`config.mk`:
```
export PLATFORM = sky130hd
export DESIGN_NAME = max_pool_with_argmax
export DESIGN_NICKNAME = d
export VERILOG_FILES = /design/src/rtl/mpa_pkg.sv /design/src/rtl/max_pool_with_argmax.sv /design/src/rtl/mpa_front.sv /design/src/rtl/mpa_queue.sv /design/src/rtl/mpa_back.sv
export SDC_FILE = /design/constraint.sdc
export NUM_CORES = 2
export LEC_CHECK = 0
export BUFFER_PORTS_ARGS = -buffer_cell sky130_fd_sc_hd__buf_4
export CORE_ASPECT_RATIO = 1.4
export CORE_MARGIN = 8
export CORE_UTILIZATION = 51
export DETAILED_ROUTE_END_ITERATION = 16
export PLACE_DENSITY = 0.77
export SYNTH_ARGS = -nofsm -noshare
export SYNTH_HDL_FRONTEND = slang
export SYNTH_SLANG_ARGS = --single-unit
```
`constraint.sdc`:
```
create_clock -name clock -period 10.5 [get_ports clock]
set_input_delay 1.575 -clock clock [delete_from_list [all_inputs] [get_ports clock]]
set_output_delay 1.575 -clock clock [all_outputs]
set_load 0.03 [all_outputs]
```
`src/rtl/mpa_pkg.sv`:
```
// Shared constants, codes and types of the max pooling block.
`default_nettype none
package mpa_pkg;

   localparam int DEF_MAX_OUT_COLS = 64;
   localparam int DEF_MAX_WINDOW   = 8;
   localparam int DEF_SAMPLE_BITS  = 16;

   localparam int POS_BITS       = 9;
   localparam int CSR_INDEX_BITS = 2;
   localparam int CSR_DATA_BITS  = 7;
   localparam int CFG_WIN_BITS   = 4;
   localparam int CFG_DIM_BITS   = 7;

   localparam logic [CFG_WIN_BITS-1:0] WINDOW_SIZE_RESET = 4'd2;
   localparam logic [CFG_DIM_BITS-1:0] OUT_ROWS_RESET    = 7'd14;
   localparam logic [CFG_DIM_BITS-1:0] OUT_COLS_RESET    = 7'd14;
   localparam int ROWS_MAX = 127;

   localparam int QUEUE_DEPTH = 4;

   typedef enum logic [CSR_INDEX_BITS-1:0] {
      CSR_WINDOW_SIZE = 2'd0,
      CSR_OUT_ROWS    = 2'd1,
      CSR_OUT_COLS    = 2'd2
   } csr_index_type;

   typedef enum logic [1:0] {
      FE_SCALE,
      FE_ALIGN,
      FE_RUN
   } front_state_type;

   // per-sample control word from the front to the back
   typedef struct packed {
      logic                load;
      logic                emit;
      logic                last;
      logic [POS_BITS-1:0] row;
      logic [POS_BITS-1:0] col;
   } mpa_tag_type;

   function automatic int idx_bits(input int n);
      return (n > 1) ? $clog2(n) : 1;
   endfunction

endpackage
`default_nettype wire

```
`src/rtl/max_pool_with_argmax.sv`:
```
// Top level: streaming 2-D max pooling with argmax.
//
//   channel  direction  handshake              payload
//   req      in         req_tvalid/req_tready  sample
//   rsp      out        rsp_tvalid/rsp_tready  max_value, max_row, max_col; tlast plane_end
//   csr      in         csr_valid/csr_ready    csr_index, csr_data
//
// One sample word per cycle sustained while req_tready is high; the window's last sample
// passes the queue, the store read stage and compare/update in the back end into the output register.
// After reset and after each csr write, req_tready is low while the front end
// rescales the plane size (FE_SCALE) and realigns its position counters (FE_ALIGN).
// A stalled result holds in the output register; the 4-word queue and the
// read stage keep accepting samples until they fill.
`default_nettype none
module max_pool_with_argmax #(
   parameter int MAX_OUT_COLS = mpa_pkg::DEF_MAX_OUT_COLS,
   parameter int MAX_WINDOW   = mpa_pkg::DEF_MAX_WINDOW,
   parameter int SAMPLE_BITS  = mpa_pkg::DEF_SAMPLE_BITS
) (
   input  logic                               clock,
   input  logic                               reset,
   input  logic                               req_tvalid,
   output logic                               req_tready,
   input  logic [((SAMPLE_BITS+7)/8)*8-1:0]   req_tdata,  // sample
   output logic                               rsp_tvalid,
   input  logic                               rsp_tready,
   output logic [((SAMPLE_BITS+2*mpa_pkg::POS_BITS+7)/8)*8-1:0] rsp_tdata,
                                              // max_value, max_row, max_col
   output logic                               rsp_tlast,  // plane_end
   input  logic                               csr_valid,
   output logic                               csr_ready,
   input  logic [mpa_pkg::CSR_INDEX_BITS-1:0] csr_index,
   input  logic [mpa_pkg::CSR_DATA_BITS-1:0]  csr_data
);
   import mpa_pkg::*;

   localparam int OC_BITS  = idx_bits(MAX_OUT_COLS);
   localparam int TAG_BITS = $bits(mpa_tag_type);
   localparam int Q_BITS   = SAMPLE_BITS + OC_BITS + TAG_BITS;
   localparam int RSP_BITS = ((SAMPLE_BITS + 2 * POS_BITS + 7) / 8) * 8;

   logic                   f_valid, f_ready;
   logic [SAMPLE_BITS-1:0] f_sample;
   logic [OC_BITS-1:0]     f_oc;
   mpa_tag_type            f_tag;

   logic                   b_valid, b_ready;
   logic [Q_BITS-1:0]      b_data;

   logic [SAMPLE_BITS-1:0] max_value;
   logic [POS_BITS-1:0]    max_row, max_col;

   assign csr_ready = 1'b1;

   mpa_front #(
      .MAX_OUT_COLS(MAX_OUT_COLS),
      .MAX_WINDOW  (MAX_WINDOW),
      .SAMPLE_BITS (SAMPLE_BITS)
   ) u_front (
      .clock      (clock),
      .reset      (reset),
      .csr_valid  (csr_valid && csr_ready),
      .csr_index  (csr_index),
      .csr_data   (csr_data),
      .req_valid  (req_tvalid),
      .req_sample (req_tdata[SAMPLE_BITS-1:0]),
      .req_ready  (req_tready),
      .push_ready (f_ready),
      .push_valid (f_valid),
      .push_sample(f_sample),
      .push_oc    (f_oc),
      .push_tag   (f_tag)
   );

   mpa_queue #(
      .DATA_BITS(Q_BITS)
   ) u_queue (
      .clock     (clock),
      .reset     (reset),
      .push_valid(f_valid),
      .push_data ({f_sample, f_oc, f_tag}),
      .push_ready(f_ready),
      .pop_valid (b_valid),
      .pop_data  (b_data),
      .pop_ready (b_ready)
   );

   mpa_back #(
      .MAX_OUT_COLS(MAX_OUT_COLS),
      .SAMPLE_BITS (SAMPLE_BITS)
   ) u_back (
      .clock    (clock),
      .reset    (reset),
      .in_valid (b_valid),
      .in_sample(b_data[Q_BITS-1 -: SAMPLE_BITS]),
      .in_oc    (b_data[TAG_BITS +: OC_BITS]),
      .in_tag   (b_data[TAG_BITS-1:0]),
      .in_ready (b_ready),
      .rsp_valid(rsp_tvalid),
      .rsp_ready(rsp_tready),
      .rsp_value(max_value),
      .rsp_row  (max_row),
      .rsp_col  (max_col),
      .rsp_last (rsp_tlast)
   );

   assign rsp_tdata = RSP_BITS'({max_col, max_row, max_value});

endmodule
`default_nettype wire

```
`src/rtl/mpa_front.sv`:
```
// Front end: config registers, plane position tracking and sample classification.
`default_nettype none
module mpa_front #(
   parameter int MAX_OUT_COLS = mpa_pkg::DEF_MAX_OUT_COLS,
   parameter int MAX_WINDOW   = mpa_pkg::DEF_MAX_WINDOW,
   parameter int SAMPLE_BITS  = mpa_pkg::DEF_SAMPLE_BITS
) (
   input  logic                                   clock,
   input  logic                                   reset,
   input  logic                                   csr_valid,
   input  logic [mpa_pkg::CSR_INDEX_BITS-1:0]     csr_index,
   input  logic [mpa_pkg::CSR_DATA_BITS-1:0]      csr_data,
   input  logic                                   req_valid,
   input  logic [SAMPLE_BITS-1:0]                 req_sample,
   output logic                                   req_ready,
   input  logic                                   push_ready,
   output logic                                   push_valid,
   output logic [SAMPLE_BITS-1:0]                 push_sample,
   output logic [mpa_pkg::idx_bits(MAX_OUT_COLS)-1:0] push_oc,
   output mpa_pkg::mpa_tag_type                   push_tag
);
   import mpa_pkg::*;

   localparam int OC_BITS    = idx_bits(MAX_OUT_COLS);
   localparam int WR_BITS    = idx_bits(MAX_WINDOW);
   localparam int WIN_BITS   = $clog2(MAX_WINDOW + 1);
   localparam int OCN_BITS   = $clog2(MAX_OUT_COLS + 1);
   localparam int ROW_BITS   = $clog2(ROWS_MAX * MAX_WINDOW + 1);
   localparam int COL_BITS   = $clog2(MAX_OUT_COLS * MAX_WINDOW + 1);
   localparam int DIV_BITS   = (ROW_BITS > COL_BITS) ? ROW_BITS : COL_BITS;
   localparam int RECIP_SH   = DIV_BITS + WIN_BITS;
   localparam int RECIP_BITS = RECIP_SH + 1;
   localparam int PROD_BITS  = DIV_BITS + RECIP_BITS;
   localparam int TAB_SIZE   = 2 ** WIN_BITS;

   front_state_type state_ff, state_in;

   logic [CFG_WIN_BITS-1:0] cfg_w_ff, cfg_w_in;
   logic [CFG_DIM_BITS-1:0] cfg_rows_ff, cfg_rows_in;
   logic [CFG_DIM_BITS-1:0] cfg_cols_ff, cfg_cols_in;

   logic [WIN_BITS-1:0] w_ff, w_in;
   logic [ROW_BITS-1:0] rows_ff, rows_in;
   logic [COL_BITS-1:0] cols_ff, cols_in;
   logic [DIV_BITS-1:0] q_r_ff, q_r_in;
   logic [DIV_BITS-1:0] q_c_ff, q_c_in;

   logic [ROW_BITS-1:0] r_ff, r_in;
   logic [COL_BITS-1:0] c_ff, c_in;
   logic [WR_BITS-1:0]  wr_ff, wr_in;
   logic [WR_BITS-1:0]  wc_ff, wc_in;
   logic [OC_BITS-1:0]  oc_ff, oc_in;
   // position lies outside the plane after a csr write; the next word restarts it
   logic                hold_ff, hold_in;

   logic [RECIP_BITS-1:0] recip_tab [TAB_SIZE];

   // ceil(2^RECIP_SH / w): exact quotient for every position value
   for (genvar g = 0; g < TAB_SIZE; g++) begin : g_recip
      localparam int RV = ((1 << RECIP_SH) + g - 1) / ((g == 0) ? 1 : g);
      assign recip_tab[g] = RECIP_BITS'(RV);
   end

   logic [WIN_BITS-1:0] w_new;
   logic [ROW_BITS-1:0] ro_new;
   logic [OCN_BITS-1:0] co_new;
   logic [PROD_BITS-1:0] prod_r, prod_c;
   logic [ROW_BITS-1:0] rem_r;
   logic [COL_BITS-1:0] rem_c;
   logic [ROW_BITS-1:0] r_cur;
   logic [COL_BITS-1:0] c_cur;
   logic win_col_end, win_row_end, row_end, col_end, accept;

   assign w_new  = (cfg_w_ff == '0) ? WIN_BITS'(1) :
                   (int'(cfg_w_ff) > MAX_WINDOW) ? WIN_BITS'(MAX_WINDOW) :
                   WIN_BITS'(cfg_w_ff);
   assign ro_new = (cfg_rows_ff == '0) ? ROW_BITS'(1) : ROW_BITS'(cfg_rows_ff);
   assign co_new = (cfg_cols_ff == '0) ? OCN_BITS'(1) :
                   (int'(cfg_cols_ff) > MAX_OUT_COLS) ? OCN_BITS'(MAX_OUT_COLS) :
                   OCN_BITS'(cfg_cols_ff);

   assign prod_r = PROD_BITS'(r_ff) * PROD_BITS'(recip_tab[w_new]);
   assign prod_c = PROD_BITS'(c_ff) * PROD_BITS'(recip_tab[w_new]);

   assign rem_r = r_ff - ROW_BITS'(q_r_ff[ROW_BITS-1:0]) * ROW_BITS'(w_ff);
   assign rem_c = c_ff - COL_BITS'(q_c_ff[COL_BITS-1:0]) * COL_BITS'(w_ff);

   assign r_cur = hold_ff ? '0 : r_ff;
   assign c_cur = hold_ff ? '0 : c_ff;

   assign win_col_end = (wc_ff == WR_BITS'(w_ff - 1'b1));
   assign win_row_end = (wr_ff == WR_BITS'(w_ff - 1'b1));
   assign row_end     = (r_cur == ROW_BITS'(rows_ff - 1'b1));
   assign col_end     = (c_cur == COL_BITS'(cols_ff - 1'b1));

   assign req_ready     = (state_ff == FE_RUN) && push_ready;
   assign accept        = req_valid && req_ready;
   assign push_valid    = accept;
   assign push_sample   = req_sample;
   assign push_oc       = oc_ff;
   assign push_tag.load = (wr_ff == '0) && (wc_ff == '0);
   assign push_tag.emit = win_row_end && win_col_end;
   assign push_tag.last = win_row_end && win_col_end && row_end && col_end;
   assign push_tag.row  = POS_BITS'(r_cur);
   assign push_tag.col  = POS_BITS'(c_cur);

   always_comb begin
      state_in    = state_ff;
      cfg_w_in    = cfg_w_ff;
      cfg_rows_in = cfg_rows_ff;
      cfg_cols_in = cfg_cols_ff;
      w_in        = w_ff;
      rows_in     = rows_ff;
      cols_in     = cols_ff;
      q_r_in      = q_r_ff;
      q_c_in      = q_c_ff;
      r_in        = r_ff;
      c_in        = c_ff;
      wr_in       = wr_ff;
      wc_in       = wc_ff;
      oc_in       = oc_ff;
      hold_in     = hold_ff;

      case (state_ff)
         FE_SCALE: begin
            w_in     = w_new;
            rows_in  = ROW_BITS'(ro_new * ROW_BITS'(w_new));
            cols_in  = COL_BITS'(COL_BITS'(co_new) * COL_BITS'(w_new));
            q_r_in   = prod_r[RECIP_SH +: DIV_BITS];
            q_c_in   = prod_c[RECIP_SH +: DIV_BITS];
            state_in = FE_ALIGN;
         end
         FE_ALIGN: begin
            if ((r_ff >= rows_ff) || (c_ff >= cols_ff)) begin
               wr_in   = '0;
               wc_in   = '0;
               oc_in   = '0;
               hold_in = 1'b1;
            end else begin
               wr_in   = rem_r[WR_BITS-1:0];
               wc_in   = rem_c[WR_BITS-1:0];
               oc_in   = q_c_ff[OC_BITS-1:0];
               hold_in = 1'b0;
            end
            state_in = FE_RUN;
         end
         FE_RUN: begin
            if (accept) begin
               hold_in = 1'b0;
               if (col_end) begin
                  c_in  = '0;
                  wc_in = '0;
                  oc_in = '0;
                  if (row_end) begin
                     r_in  = '0;
                     wr_in = '0;
                  end else begin
                     r_in  = ROW_BITS'(r_cur + 1'b1);
                     wr_in = win_row_end ? '0 : WR_BITS'(wr_ff + 1'b1);
                  end
               end else begin
                  r_in = r_cur;
                  c_in = COL_BITS'(c_cur + 1'b1);
                  if (win_col_end) begin
                     wc_in = '0;
                     oc_in = OC_BITS'(oc_ff + 1'b1);
                  end else begin
                     wc_in = WR_BITS'(wc_ff + 1'b1);
                  end
               end
            end
         end
         default: state_in = FE_SCALE;
      endcase

      if (csr_valid) begin
         case (csr_index)
            CSR_WINDOW_SIZE: cfg_w_in    = csr_data[CFG_WIN_BITS-1:0];
            CSR_OUT_ROWS:    cfg_rows_in = csr_data[CFG_DIM_BITS-1:0];
            CSR_OUT_COLS:    cfg_cols_in = csr_data[CFG_DIM_BITS-1:0];
            default: ;
         endcase
         state_in = FE_SCALE;
      end
   end

   always_ff @(posedge clock) begin
      if (reset) begin
         state_ff    <= FE_SCALE;
         cfg_w_ff    <= WINDOW_SIZE_RESET;
         cfg_rows_ff <= OUT_ROWS_RESET;
         cfg_cols_ff <= OUT_COLS_RESET;
         r_ff        <= '0;
         c_ff        <= '0;
         wr_ff       <= '0;
         wc_ff       <= '0;
         oc_ff       <= '0;
         hold_ff     <= 1'b0;
      end else begin
         state_ff    <= state_in;
         cfg_w_ff    <= cfg_w_in;
         cfg_rows_ff <= cfg_rows_in;
         cfg_cols_ff <= cfg_cols_in;
         r_ff        <= r_in;
         c_ff        <= c_in;
         wr_ff       <= wr_in;
         wc_ff       <= wc_in;
         oc_ff       <= oc_in;
         hold_ff     <= hold_in;
      end
   end

   always_ff @(posedge clock) begin
      w_ff    <= w_in;
      rows_ff <= rows_in;
      cols_ff <= cols_in;
      q_r_ff  <= q_r_in;
      q_c_ff  <= q_c_in;
   end

endmodule
`default_nettype wire

```
`src/rtl/mpa_queue.sv`:
```
// Short FIFO between the front end and the back end.
`default_nettype none
module mpa_queue #(
   parameter int DATA_BITS = 8
) (
   input  logic                 clock,
   input  logic                 reset,
   input  logic                 push_valid,
   input  logic [DATA_BITS-1:0] push_data,
   output logic                 push_ready,
   output logic                 pop_valid,
   output logic [DATA_BITS-1:0] pop_data,
   input  logic                 pop_ready
);
   import mpa_pkg::*;

   localparam int PTR_BITS = idx_bits(QUEUE_DEPTH);
   localparam int CNT_BITS = $clog2(QUEUE_DEPTH + 1);

   logic [DATA_BITS-1:0] slot_ff [QUEUE_DEPTH];
   logic [PTR_BITS-1:0]  wr_ptr_ff, wr_ptr_in;
   logic [PTR_BITS-1:0]  rd_ptr_ff, rd_ptr_in;
   logic [CNT_BITS-1:0]  count_ff, count_in;
   logic push, pop;

   assign push_ready = (count_ff != CNT_BITS'(QUEUE_DEPTH));
   assign pop_valid  = (count_ff != '0);
   assign pop_data   = slot_ff[rd_ptr_ff];
   assign push       = push_valid && push_ready;
   assign pop        = pop_valid && pop_ready;

   always_comb begin
      wr_ptr_in = wr_ptr_ff;
      rd_ptr_in = rd_ptr_ff;
      count_in  = count_ff;
      if (push) begin
         wr_ptr_in = (wr_ptr_ff == PTR_BITS'(QUEUE_DEPTH - 1)) ? '0 :
                     PTR_BITS'(wr_ptr_ff + 1'b1);
      end
      if (pop) begin
         rd_ptr_in = (rd_ptr_ff == PTR_BITS'(QUEUE_DEPTH - 1)) ? '0 :
                     PTR_BITS'(rd_ptr_ff + 1'b1);
      end
      if (push && !pop) begin
         count_in = CNT_BITS'(count_ff + 1'b1);
      end else if (pop && !push) begin
         count_in = CNT_BITS'(count_ff - 1'b1);
      end
   end

   always_ff @(posedge clock) begin
      if (reset) begin
         wr_ptr_ff <= '0;
         rd_ptr_ff <= '0;
         count_ff  <= '0;
      end else begin
         wr_ptr_ff <= wr_ptr_in;
         rd_ptr_ff <= rd_ptr_in;
         count_ff  <= count_in;
      end
   end

   always_ff @(posedge clock) begin
      if (push) begin
         slot_ff[wr_ptr_ff] <= push_data;
      end
   end

endmodule
`default_nettype wire

```
`src/rtl/mpa_back.sv`:
```
// Back end: per-column running maximum store, compare/update and result register.
`default_nettype none
module mpa_back #(
   parameter int MAX_OUT_COLS = mpa_pkg::DEF_MAX_OUT_COLS,
   parameter int SAMPLE_BITS  = mpa_pkg::DEF_SAMPLE_BITS
) (
   input  logic                                       clock,
   input  logic                                       reset,
   input  logic                                       in_valid,
   input  logic [SAMPLE_BITS-1:0]                     in_sample,
   input  logic [mpa_pkg::idx_bits(MAX_OUT_COLS)-1:0] in_oc,
   input  mpa_pkg::mpa_tag_type                       in_tag,
   output logic                                       in_ready,
   output logic                                       rsp_valid,
   input  logic                                       rsp_ready,
   output logic [SAMPLE_BITS-1:0]                     rsp_value,
   output logic [mpa_pkg::POS_BITS-1:0]               rsp_row,
   output logic [mpa_pkg::POS_BITS-1:0]               rsp_col,
   output logic                                       rsp_last
);
   import mpa_pkg::*;

   localparam int OC_BITS = idx_bits(MAX_OUT_COLS);

   logic [SAMPLE_BITS-1:0] best_value_mem [MAX_OUT_COLS];
   logic [POS_BITS-1:0]    best_row_mem   [MAX_OUT_COLS];
   logic [POS_BITS-1:0]    best_col_mem   [MAX_OUT_COLS];

   logic                   a_valid_ff;
   logic [SAMPLE_BITS-1:0] a_sample_ff;
   logic [OC_BITS-1:0]     a_oc_ff;
   mpa_tag_type            a_tag_ff;
   logic [SAMPLE_BITS-1:0] rd_value_ff;
   logic [POS_BITS-1:0]    rd_row_ff, rd_col_ff;

   // last store write, covers the read issued on the same edge
   logic                   fwd_valid_ff;
   logic [OC_BITS-1:0]     fwd_oc_ff;
   logic [SAMPLE_BITS-1:0] fwd_value_ff;
   logic [POS_BITS-1:0]    fwd_row_ff, fwd_col_ff;

   logic                   rsp_valid_ff, rsp_valid_in;
   logic [SAMPLE_BITS-1:0] rsp_value_ff;
   logic [POS_BITS-1:0]    rsp_row_ff, rsp_col_ff;
   logic                   rsp_last_ff;

   logic                   use_fwd, take, a_adv, pop;
   logic [SAMPLE_BITS-1:0] cur_value, new_value;
   logic [POS_BITS-1:0]    cur_row, cur_col, new_row, new_col;

   assign use_fwd   = fwd_valid_ff && (fwd_oc_ff == a_oc_ff);
   assign cur_value = use_fwd ? fwd_value_ff : rd_value_ff;
   assign cur_row   = use_fwd ? fwd_row_ff : rd_row_ff;
   assign cur_col   = use_fwd ? fwd_col_ff : rd_col_ff;
   assign take      = a_tag_ff.load || ($signed(a_sample_ff) >= $signed(cur_value));
   assign new_value = take ? a_sample_ff : cur_value;
   assign new_row   = take ? a_tag_ff.row : cur_row;
   assign new_col   = take ? a_tag_ff.col : cur_col;

   assign a_adv    = a_valid_ff && (!a_tag_ff.emit || !rsp_valid_ff || rsp_ready);
   assign in_ready = !a_valid_ff || a_adv;
   assign pop      = in_valid && in_ready;

   always_comb begin
      rsp_valid_in = rsp_valid_ff;
      if (a_adv && a_tag_ff.emit) begin
         rsp_valid_in = 1'b1;
      end else if (rsp_ready) begin
         rsp_valid_in = 1'b0;
      end
   end

   always_ff @(posedge clock) begin
      if (reset) begin
         a_valid_ff   <= 1'b0;
         fwd_valid_ff <= 1'b0;
         rsp_valid_ff <= 1'b0;
      end else begin
         if (pop) begin
            a_valid_ff <= 1'b1;
         end else if (a_adv) begin
            a_valid_ff <= 1'b0;
         end
         if (a_adv) begin
            fwd_valid_ff <= 1'b1;
         end
         rsp_valid_ff <= rsp_valid_in;
      end
   end

   always_ff @(posedge clock) begin
      if (pop) begin
         a_sample_ff <= in_sample;
         a_oc_ff     <= in_oc;
         a_tag_ff    <= in_tag;
         rd_value_ff <= best_value_mem[in_oc];
         rd_row_ff   <= best_row_mem[in_oc];
         rd_col_ff   <= best_col_mem[in_oc];
      end
      if (a_adv) begin
         best_value_mem[a_oc_ff] <= new_value;
         best_row_mem[a_oc_ff]   <= new_row;
         best_col_mem[a_oc_ff]   <= new_col;
         fwd_oc_ff    <= a_oc_ff;
         fwd_value_ff <= new_value;
         fwd_row_ff   <= new_row;
         fwd_col_ff   <= new_col;
      end
      if (a_adv && a_tag_ff.emit) begin
         rsp_value_ff <= new_value;
         rsp_row_ff   <= new_row;
         rsp_col_ff   <= new_col;
         rsp_last_ff  <= a_tag_ff.last;
      end
   end

   assign rsp_valid = rsp_valid_ff;
   assign rsp_value = rsp_value_ff;
   assign rsp_row   = rsp_row_ff;
   assign rsp_col   = rsp_col_ff;
   assign rsp_last  = rsp_last_ff;

endmodule
`default_nettype wire
```
==> metrics.txt <==
pre-CTS WS approximately 2.3 ns; clock network power share 22.9%; Starting Density 51.2%; top cells by area, synth edfxtp_1 (69%), mux4_2 (8.6%), fa_1 (3.5%); Tcrit/Tclk final around four fifths; Sink Count about 2600; GRT Residual Overflow 0; Setup Buffers After CTS 0; PortBufs between 60 and 70; most frequent cell after synthesis edfxtp_1; Yosys cell types 83; global placement routability congestion between 0.9 and 1; largest net degree at the start of global routing around 110; number of max-cap violations 0; non-filler instance count after layout between 9000 and 10000; Rel. slew slack under 10%; most common flop cell mapped by yosys edfxtp_1; register area share after synthesis between 70% and 80%; Nets 6932; Synth top area share between 60% and 70%; synth warn 0; CTS tree yes; Die H about 570 um; critical path class flop to flop; Post-synth EDFFs 2532; power per cell area roughly 290 mW/mm^2; I/O pins 74; wirelength, routed around 300000 um; min-delay worst type flop to flop; switch share ~36%; met3 Usage GRT between 5 and 6%; RSZ-0062 raised after global routing no; GR Layer Usage met2 a little over two fifths; Die ar. between 0.2 and 0.25 sq mm; ys async rst share 0%; total power ~36 mW; CP max FO 36; post-CTS resize count 0; Area after DPL around 0.12 sq mm; cts hold-fix bufs 0; 1st-iter DRT viols 8647; status finished, final reports clean; fillcell total 15500; Root Driver clkbuf_16; via count between 60000 and 70000; Int Power 22.9 mW; worst-margin pin slew ~1.4 ns; gr busiest metal met2; maximum VDD drop ~550 uV; Die X slightly above 400 um; vias per std cell approximately 6.5; placed wire-length estimate after detailed placement roughly 170000 um; final hold vios 0; Flop pwr share 43.9%; TritonCTS Buffers between 200 and 250; Post-DRT Antenna Nets 0; Synth Instances between 6000 and 7000; crit end category flop; Pleak 41.2 nW; leading cell types by count after synthesis edfxtp_1 (2532), nand2_1 (503), mux4_2 (420), inv_1 (306), mux2i_1 (262); final worst slack between 2 and 2.5 ns; Setup TNS Final 0 ns; clock-pin slew on the worst setup and hold paths 0.06 ns; mapped cell area between 0.1 and 0.15 sq mm; WP data arrival between 8 and 9 ns; grt met1 use between 20% and 30%; Remaining DRCs 0; crit start category flop; largest area contributor in the netlist edfxtp_1; routed len/inst 31.0 um; Comb pwr share between 30% and 40%; synthesis-stage register bit count roughly 2600; Core Box Area 0.216 sq mm; layout cell share with drive strength beyond 1 17.6%; minimum clock period approximately 8.4 ns; clock tree buffer depth 3; dpl cells about 9000; GRT Total Usage approximately a quarter; fin. max-slew vios 0; Switch Pwr between 10 and 15 mW; Setup Skew around 0.055 ns; # H-tree levels 4; vias in the first global route between 60000 and 70000; # rows slightly above 200; Final setup viols 0; Avg Inst Size Synth between 15 and 20 sq um; Layout area overhead 11.0%; antenna violations before repair 47; global-route wire length before repair between 400000 and 500000 um; worst skew pair latency between 0.8 and 0.9 ns; Crit path required time 11.05 ns; drt first pass iters 7; Design Area, Final roughly 0.12 sq mm; fmax around 0.12 GHz
## final cells by class
| type | count | area (sq um) | share of cell area (%) |
|---|---|---|---|
| sequential | 2597 | 77300 | 63.2 |
| multi-input combinational | 3144 | 30900 | 25.2 |
| clock buffer | 267 | 5770 | 4.71 |
| tap | 2856 | 3570 | 2.92 |
| timing repair buffer | 278 | 2120 | 1.74 |
| clock inverter | 140 | 1390 | 1.13 |
| inverter | 309 | 1190 | 0.969 |
| antenna | 54 | 135 | 0.110 |
## power by group through the flow
stage	Combinational (mW)	Clock (mW)	Sequential [mW]
after floorplan	6.42	0	16.0
after global placement	11.2	0	15.8
after detailed placement	11.6	0	15.8
after CTS	11.6	8.19	15.6
after global routing	12.2	8.56	15.6
final	11.8	8.14	15.6
## state kept, by name, indices dropped and copies added (netlist names), 10 cells and up, named ones only
signal / flops
u_back.a_sample_ff: 16
u_back.best_value_mem: 1024
u_back.a_tag_ff: 21
u_front.r_ff: 10
u_front.cols_ff: 10
u_back.fwd_value_ff: 16
u_back.rsp_value: 16
u_front.rows_ff: 10
u_back.rd_value_ff: 16
u_queue.slot_ff: 172
u_front.c_ff: 10
u_back.best_row_mem: 576
u_back.best_col_mem: 576
## worst paths after layout
kind,slack [ns],depth (start not counted),to,from
setup / recovery,2.15,26,u_front.q_c_ff[5]$_DFFE_PN_,u_front.cfg_w_ff[3]$_SDFFE_PP0P_
hold / removal,0.50,2,u_front.cfg_cols_ff[2]$_SDFFE_PP1P_,u_front.cfg_cols_ff[2]$_SDFFE_PP1P_
setup reg to reg,2.15,26,u_front.q_c_ff[5]$_DFFE_PN_,u_front.cfg_w_ff[3]$_SDFFE_PP0P_
hold reg to reg,0.50,2,u_front.cfg_cols_ff[2]$_SDFFE_PP1P_,u_front.cfg_cols_ff[2]$_SDFFE_PP1P_
## routing by layer
metal  routed length, um  up-vias
met5                 255        -
met3               32800      962
met4               23000       34
met2              146000     4281
met1               97100    31900
li1                    -    25200
## worst max-delay path, stage by stage (launching register included)
cell and delay [ns]:
dfxtp_1 0.56, buf_4 0.40, or2_2 0.29, inv_1 0.09, ha_1 0.36, or2_2 0.39, o22ai_1 0.23, buf_4 0.30
a21o_1 0.51, nand2_1 0.16, fa_1 0.55, inv_1 0.05, fa_1 0.49, fa_1 0.50, fa_1 0.49, inv_1 0.05
fa_1 0.48, inv_1 0.04, ha_1 0.28, a21oi_1 0.14, nor2b_1 0.06, o21ai_0 0.14, nand2b_1 0.12, o41a_1 0.37
and4_1 0.22, a2111oi_0 0.60, xnor2_1 0.13
## stage by stage
stage / hold WS, ns / utilization (%)
2_1_floorplan: 0.400 / -
3_3_place_gp: 0.476 / 53.4
3_5_place_dp: 0.483 / 53.4
4_1_cts: 0.498 / 56.7
5_1_grt: 0.534 / 56.8
6_report: 0.500 / 56.8
## cells in the final DEF (no fill, tap or decap), drive strengths merged, types with 78 or more instances in the layout
cell type  count
edfxtp      2532
nand2        503
mux4         420
inv          320
buf          278
clkbuf       267
mux2i        262
a21oi        215
fa           192
nor2         189
ha           158
and2         153
a22oi        111
o21ai        103
clkinv       102
o22ai         90
xnor2         82
nand3         78
## kinds of logic after synthesis
kind of cell | after synthesis | synth area share, %
flip-flops | 2597 | 70.1
AND/OR/NAND/NOR | 1179 | 5.08
AO/OA/AOI/OAI | 781 | 4.69
multiplexers | 723 | 11.4
buffers and inverters | 662 | 2.59
adder cells (fa/ha/maj) | 350 | 5.28
XOR/XNOR | 104 | 0.863
other | 2 | 0.00681
No activity file was read; power rests on OpenSTA's default activity.
